`src/sv/krt_pkg.sv`:
```
// Shared types and codes of the keyed record table.
// Used by the controller, the datapath, the top level and the checker.
`default_nettype none
package krt_pkg;

  localparam int KEY_W  = 32;
  localparam int VAL_W  = 32;
  localparam int REC_W  = KEY_W + 2 * VAL_W;

  localparam logic [1:0] OP_CREATE = 2'd0;
  localparam logic [1:0] OP_DUMP   = 2'd1;
  localparam logic [1:0] OP_EDIT   = 2'd2;
  localparam logic [1:0] OP_DELETE = 2'd3;

  localparam logic [2:0] ST_OK       = 3'd0;
  localparam logic [2:0] ST_FULL     = 3'd1;
  localparam logic [2:0] ST_INVALID  = 3'd2;
  localparam logic [2:0] ST_DUP      = 3'd3;
  localparam logic [2:0] ST_NOTFOUND = 3'd4;
  localparam logic [2:0] ST_EMPTY    = 3'd5;

  // Output payload sources
  localparam logic [2:0] EM_ECHO = 3'd0;  // request key, zero values
  localparam logic [2:0] EM_NEW  = 3'd1;  // request key and values
  localparam logic [2:0] EM_OLD  = 3'd2;  // request key, stored values
  localparam logic [2:0] EM_REC  = 3'd3;  // stored record
  localparam logic [2:0] EM_ZERO = 3'd4;  // all zero

  typedef struct packed {
    logic       load;
    logic       idx_inc;
    logic       rd_en;
    logic       rd_next;
    logic       wr_en;
    logic       wr_append;
    logic       wr_shift;
    logic       cnt_inc;
    logic       cnt_dec;
    logic       emit;
    logic [2:0] emit_kind;
    logic [2:0] emit_status;
    logic       emit_last;
  } krt_cmd_t;

  typedef struct packed {
    logic [1:0] op;
    logic       cnt_zero;
    logic       full;
    logic       key_bad;
    logic       key_match;
    logic       idx_last;
    logic       out_free;
  } krt_sts_t;

endpackage
`default_nettype wire

```
`src/sv/krt_ctrl.sv`:
```
// Controller of the keyed record table: sequences search, append, edit,
// delete compaction and dump. Depends on krt_pkg.
`default_nettype none
module krt_ctrl (
  input  wire               clk,
  input  wire               rst,
  input  wire               in_valid,
  output logic              in_ready,
  input  krt_pkg::krt_sts_t sts,
  output krt_pkg::krt_cmd_t cmd
);
  import krt_pkg::*;

  localparam logic [3:0] S_IDLE  = 4'd0;
  localparam logic [3:0] S_DISP  = 4'd1;
  localparam logic [3:0] S_RD    = 4'd2;
  localparam logic [3:0] S_CMP   = 4'd3;
  localparam logic [3:0] S_DCHK  = 4'd4;
  localparam logic [3:0] S_SHWR  = 4'd5;
  localparam logic [3:0] S_DRD   = 4'd6;
  localparam logic [3:0] S_DEMIT = 4'd7;

  logic [3:0] state;
  logic [3:0] state_next;

  always_ff @(posedge clk) begin
    if (rst) begin
      state <= S_IDLE;
    end else begin
      state <= state_next;
    end
  end

  assign in_ready = (state == S_IDLE);

  always_comb begin
    state_next    = state;
    cmd           = '0;
    cmd.emit_last = 1'b1;
    case (state)
      S_IDLE: begin
        if (in_valid) begin
          cmd.load   = 1'b1;
          state_next = S_DISP;
        end
      end
      S_DISP: begin
        case (sts.op)
          OP_CREATE: begin
            if (sts.full || sts.key_bad || sts.cnt_zero) begin
              if (sts.out_free) begin
                cmd.emit   = 1'b1;
                state_next = S_IDLE;
                if (sts.full) begin
                  cmd.emit_status = ST_FULL;
                  cmd.emit_kind   = EM_ECHO;
                end else if (sts.key_bad) begin
                  cmd.emit_status = ST_INVALID;
                  cmd.emit_kind   = EM_ECHO;
                end else begin
                  cmd.emit_status = ST_OK;
                  cmd.emit_kind   = EM_NEW;
                  cmd.wr_en       = 1'b1;
                  cmd.wr_append   = 1'b1;
                  cmd.cnt_inc     = 1'b1;
                end
              end
            end else begin
              cmd.rd_en  = 1'b1;
              state_next = S_CMP;
            end
          end
          OP_DUMP: begin
            if (sts.cnt_zero) begin
              if (sts.out_free) begin
                cmd.emit        = 1'b1;
                cmd.emit_status = ST_EMPTY;
                cmd.emit_kind   = EM_ZERO;
                state_next      = S_IDLE;
              end
            end else begin
              cmd.rd_en  = 1'b1;
              state_next = S_DEMIT;
            end
          end
          default: begin
            if (sts.cnt_zero) begin
              if (sts.out_free) begin
                cmd.emit        = 1'b1;
                cmd.emit_status = ST_EMPTY;
                cmd.emit_kind   = EM_ECHO;
                state_next      = S_IDLE;
              end
            end else begin
              cmd.rd_en  = 1'b1;
              state_next = S_CMP;
            end
          end
        endcase
      end
      S_RD: begin
        cmd.rd_en  = 1'b1;
        state_next = S_CMP;
      end
      S_CMP: begin
        if (sts.key_match) begin
          if (sts.out_free) begin
            cmd.emit = 1'b1;
            if (sts.op == OP_CREATE) begin
              cmd.emit_status = ST_DUP;
              cmd.emit_kind   = EM_ECHO;
              state_next      = S_IDLE;
            end else if (sts.op == OP_EDIT) begin
              cmd.emit_status = ST_OK;
              cmd.emit_kind   = EM_OLD;
              cmd.wr_en       = 1'b1;
              state_next      = S_IDLE;
            end else begin
              cmd.emit_status = ST_OK;
              cmd.emit_kind   = EM_OLD;
              state_next      = S_DCHK;
            end
          end
        end else if (!sts.idx_last) begin
          cmd.idx_inc = 1'b1;
          state_next  = S_RD;
        end else if (sts.out_free) begin
          cmd.emit   = 1'b1;
          state_next = S_IDLE;
          if (sts.op == OP_CREATE) begin
            cmd.emit_status = ST_OK;
            cmd.emit_kind   = EM_NEW;
            cmd.wr_en       = 1'b1;
            cmd.wr_append   = 1'b1;
            cmd.cnt_inc     = 1'b1;
          end else begin
            cmd.emit_status = ST_NOTFOUND;
            cmd.emit_kind   = EM_ECHO;
          end
        end
      end
      S_DCHK: begin
        if (sts.idx_last) begin
          cmd.cnt_dec = 1'b1;
          state_next  = S_IDLE;
        end else begin
          cmd.rd_en   = 1'b1;
          cmd.rd_next = 1'b1;
          state_next  = S_SHWR;
        end
      end
      S_SHWR: begin
        cmd.wr_en    = 1'b1;
        cmd.wr_shift = 1'b1;
        cmd.idx_inc  = 1'b1;
        state_next   = S_DCHK;
      end
      S_DRD: begin
        cmd.rd_en  = 1'b1;
        state_next = S_DEMIT;
      end
      S_DEMIT: begin
        if (sts.out_free) begin
          cmd.emit        = 1'b1;
          cmd.emit_status = ST_OK;
          cmd.emit_kind   = EM_REC;
          cmd.emit_last   = sts.idx_last;
          if (sts.idx_last) begin
            state_next = S_IDLE;
          end else begin
            cmd.idx_inc = 1'b1;
            state_next  = S_DRD;
          end
        end
      end
      default: begin
        state_next = S_IDLE;
      end
    endcase
  end

endmodule
`default_nettype wire

```
`config.mk`:
```
export PLATFORM = sky130hd
export DESIGN_NAME = krt_ctrl
export DESIGN_NICKNAME = d
export VERILOG_FILES = /design/src/sv/krt_pkg.sv /design/src/sv/krt_ctrl.sv
export SDC_FILE = /design/constraint.sdc
export NUM_CORES = 1
export LEC_CHECK = 0
export ABC_AREA = 1
export BUFFER_PORTS_ARGS = -buffer_cell sky130_fd_sc_hd__buf_4
export CORE_UTILIZATION = 30
export DETAILED_ROUTE_END_ITERATION = 6
export PLACE_DENSITY = 0.56
export RECOVER_POWER = 100
export SYNTH_ARGS = -nofsm -noshare
export SYNTH_HDL_FRONTEND = slang
export SYNTH_SLANG_ARGS = --single-unit
```
`constraint.sdc`:
```
create_clock -name clk -period 1.6 [get_ports clk]
set_input_delay 0.16 -clock clk [delete_from_list [all_inputs] [get_ports clk]]
set_output_delay 0.16 -clock clk [all_outputs]
set_load 0.005 [all_outputs]
```
* Yosys cells after proc, flatten, opt, wreduce, memory -nomap -nowiden
Cells that the tools add are included.
** Word-level totals
- Logic and storage cells :: 92
- Input port bits :: 11
- Output and inout bits :: 18
- Register bits after elaboration :: 4
** Cells by class
- Equality and inequality tests :: 12
- Reduce and logical (&&, ||, !) cells :: 6
- Mux-type cells :: 73
** Operators by type and width (number)
- two-way mux 7 bit :: 10
- two-way mux 4 bit :: 12
- one-hot mux 4 bit (8 select lines) :: 1
- two-way mux 1 bit :: 27
- one-hot mux 7 bit (3 select lines) :: 1
- two-way mux 2 bit :: 9
- equality test 4 x 3 -> 1 bit, second input constant :: 4
- one-hot mux 7 bit (2 select lines) :: 1
- two-way mux 3 bit :: 4
- one-hot mux 1 bit (3 select lines) :: 3
- equality test 4 x 2 -> 1 bit, second input constant :: 2
- two-way mux 8 bit :: 1
- one-hot mux 4 bit (2 select lines) :: 1
- two-way mux 5 bit :: 1
- equality test 4 x 1 -> 1 bit, second input constant :: 1
- logical NOT 4 bit :: 1
- inequality test 2 bit, second input constant :: 2
- one-hot mux 1 bit (2 select lines) :: 2
- inequality test 3 bit, second input constant :: 1
- AND reduction 3 bit :: 1
- equality test 2 x 1 -> 1 bit, second input constant :: 1
- equality test 2 bit, second input constant :: 1
- logical NOT 2 bit :: 1
- logical OR 1 bit :: 2
- OR reduction 2 bit :: 1

* Logic depth before layout (Yosys ltp)
- Depth in word-level cells :: 6
- Gate-level depth with buffers :: 9
- Gate-level depth less buffers :: 9

* Worst setup path after synthesis
OpenSTA, ideal clock, no wires.
- Path type :: reg2out
- Start point :: register state[1]
- End point :: output cmd[12] (netlist name)
- Slack :: 0.316 ns
- Data required time :: 1.440 ns
- Cell stages (with the launch flop) :: 6
- Data arrival time :: 1.124 ns
- Path buffers :: 0
- Path through :: dfxtp_1 > nand2_2 > nor2_4 > nand3_1 > a21oi_2 > nand3b_1
** RTL lines
- from (decl) :: line krt_ctrl.sv:23 : logic [3:0] state;
- from (signal assigned) :: line krt_ctrl.sv:30 : state <= state_next;
- to (decl) :: line krt_ctrl.sv:10 : output krt_pkg::krt_cmd_t cmd

==> metrics.md <==
| Metric | Value |
|---|---|
| Status | `finished, final reports clean` |
| Vias in the first global route | `755` |
| Via count | `914` |
| WL/cell | `around 11 µm` |
| Fmax achieved | `about 640 MHz` |
| CP max FO | `4` |
| Remaining antenna violation count after routing | `0` |
| Number of synthesized register bits | `4` |
| Final hold vios | `0` |
| R2R setup slack | `around 290 ps` |
| Slew Limit Fails | `0` |
| GP Congestion | `0.907` |
| Crit path time final | `1550 ps` |
| Initial DRC count | `15` |
| # clock sinks | `4` |
| # IOs | `29` |
| Share of layout cells above drive strength 1 | `about two fifths` |
| Worst r2r src | `state[3]` |
| Critical path's slowest cell | `dfxtp_4` |
| Drt drc | `0` |
| Crit-path max cell delay | `360 ps` |
| # diodes | `0` |
| H-Tree Depth | `1` |
| Maximum root-to-sink buffer count | `2` |
| Synth Net Count | `approximately 140` |
| Crit path required time | `between 1000 and 1500 ps` |
| Total Wirelength | `~2.1 mm` |
| Root Driver | `clkbuf_4` |
| Area leader, netlist | `nand2_1` |
| Synthesized cell area | `around 630 µm²` |
| Synth top area share | `between 20% and 30%` |
| Crit start category | `flip-flop` |
| Post-synthesis cell type count | `21` |
| Placed cell areas | `slightly below 900 µm²` |
| Worst Hold Path Cells | `2` |
| Pre-Repair DR Iteration Count | `4` |
| Finished Cell Area | `between 1000 and 1500 µm²` |
| Gr usage total | `17.9%` |
| Worst-path clk slew | `30 ps` |
| First-pass GRT wire length | `2.94 mm` |
| VDD IR max | `roughly 300 µV` |
| Initial antenna violation count | `0` |
| Final TNS setup | `0 ps` |
| Sequential element share of the synthesized area | `around an eighth` |
| R2R cell count | `9` |
| Count leader, synth | `nand2_1` |
| Max FFs per register | `4` |
| DIE WIDTH | `roughly 48 µm` |
| Post-synth top cells | `37 x nand2_1, 21 x nor2_1, 16 x inv_1, 16 x nand3_1, 5 x o21ai_0` |
| Clock latency on the worst-skew pair | `230 ps` |
| CP Launch Point | `state[0]` |
| EDFF count, synth | `0` |
| Cells after synthesis | `approximately 130` |
| FFs w/ async S/R, synth | `0%` |
| CTS tree | `done` |
| Largest net degree at the start of global routing | `12` |
| Die ar. | `between 2000 and 2500 µm²` |
| RSZ-0062 raised after global routing | `yes` |
| Top area cells in the synthesized netlist | `nand2_1 22%, dfxtp_1 13%, nand3_1 13%` |
| Regs by FF count | `state (4)` |
| Vias/cell | `~4.8` |
| Setup crit end kind | `output port` |
| Worst hold path type | `in2reg` |
| Finish-stage setup viols | `0` |
| Num CTS Buffers | `3` |
| Number of port buffers | `28` |
| GRT overflow | `0` |
| Worst Clk Skew | `approximately 0.047 ps` |
| Die Y | `about 48 µm` |
| Detail Placement HPWL | `between 1.5 and 2 mm` |
| Yosys Warn Count | `0` |
| Total of max-cap violations | `0` |
| R2r endpoint | `state[1]` |
| Area Growth Syn to Fin | `63.4%` |
| Critical-path cell list | `buf_6 > nand2_4 > nor2_4 > nand3_2 > a21oi_2 > nand3b_1 > buf_4` |
| Nets | `177` |
| Most flops, register | `state` |
| Core Util, Final | `52.6%` |
| Setup crit end | `cmd[12]` |
| Initial Utilization | `about a third` |
| Pleak | `between 0.5 and 0.6 nW` |
| WP data arrival | `between 1000 and 1500 ps` |
| Ys flop type | `dfxtp_1` |
| Rows | `16` |
| Period Utilization, post-route | `between 90% and 100%` |
| Core ar. | `1960 µm²` |
| PwrDens | `323 nW/µm²` |
| Hold-fix buffers at CTS | `0` |
| WS Path Type | `reg2out` |
| Syn Area/Cell | `~5 µm²` |
## layout by cell type, fill, tap and decap left out
master,Yosys,routed
buf_4,1,35
nor4_1,2,2
nor2_1,21,18
o21ai_1,0,1
nand2_1,37,36
a21oi_2,2,2
inv_4,0,1
nand3_1,16,14
o21ai_0,5,4
conb_1,1,1
buf_6,0,3
dfxtp_4,0,2
nand2_2,3,3
a21oi_1,3,3
o311ai_2,0,1
clkbuf_4,0,3
nand3b_1,2,2
o31ai_1,2,2
inv_2,2,3
nand3_2,0,2
nor2_4,1,4
inv_1,16,14
nand4_1,2,2
nand2b_1,1,1
nand2_4,0,1
nor2_2,2,2
dfxtp_2,0,2
## metrics by stage
step                cells  total power (W)  hold slack (ps)  worst slack, ps
floorplan             125         0.000159              222              316
global placement      179         0.000202              341             57.3
detailed placement    179         0.000202              343             43.0
CTS                   187         0.000333             90.8             2.60
global route          191         0.000358             94.7            -42.4
finish                191         0.000333             95.3             48.3
## where the power goes
| group | switching [W] | internal [W] | total, W |
|---|---|---|---|
| Clock | 0.0000352 | 0.0000834 | 0.000119 |
| Combinational | 0.0000625 | 0.0000455 | 0.000108 |
| Sequential | 0.00000535 | 0.000101 | 0.000107 |
## kinds of logic (layout without fill, tap and decap cells)
group | count (synthesis) | after routing | synth area share, %
DFF | 4 | 4 | 12.7
AOI/OAI and AO/OA | 13 | 13 | 12.9
other | 1 | 1 | 0.593
and+or+nand+nor | 87 | 87 | 61.2
buffers and inverters | 20 | 59 | 12.7
## layout make-up
| class | count | area, µm² |
|---|---|---|
| Inverter | 18 | 70.1 |
| Tap cell | 27 | 33.8 |
| Multi-Input combinational cell | 101 | 519 |
| Timing Repair Buffer | 38 | 297 |
| Sequential cell | 4 | 90.1 |
| Clock buffer | 3 | 22.5 |
| Fill cell | 219 | 930 |
## how the worst min path moves through the flow
stage                           to  slack (ps)  startpoint
after floorplan           state[1]         220         rst
after global placement    state[1]         340         rst
after detailed placement  state[1]         340         rst
after global routing      state[1]          90         rst
final                     state[1]         100         rst
after CTS                 state[1]          90         rst
## metal layers
metal	global-route usage, %	up-vias	wire length [µm]
met5	0	-	0
met4	9.44	0	9
met3	1.13	2	95
met2	31.9	27	1100
met1	21.3	404	884
li1	-	481	-
## timing repair
| action | CTS | global route |
|---|---|---|
| gates resized for setup | 8 | 17 |
| pin swaps | 3 | 5 |
| buffers inserted | 5 | 4 |
| hold endpoints to repair | 0 | 0 |
| endpoints found under the setup margin | 6 | 10 |
## worst max-delay path, delay by kind of cell, from the launching register on
family / cells / cell delay (ps)
buffers and inverters: 2 / 210
and+or+nand+nor: 4 / 440
AOI/OAI and AO/OA: 1 / 160
DFF: 1 / 360
Power figures use the tool's default switching activity.
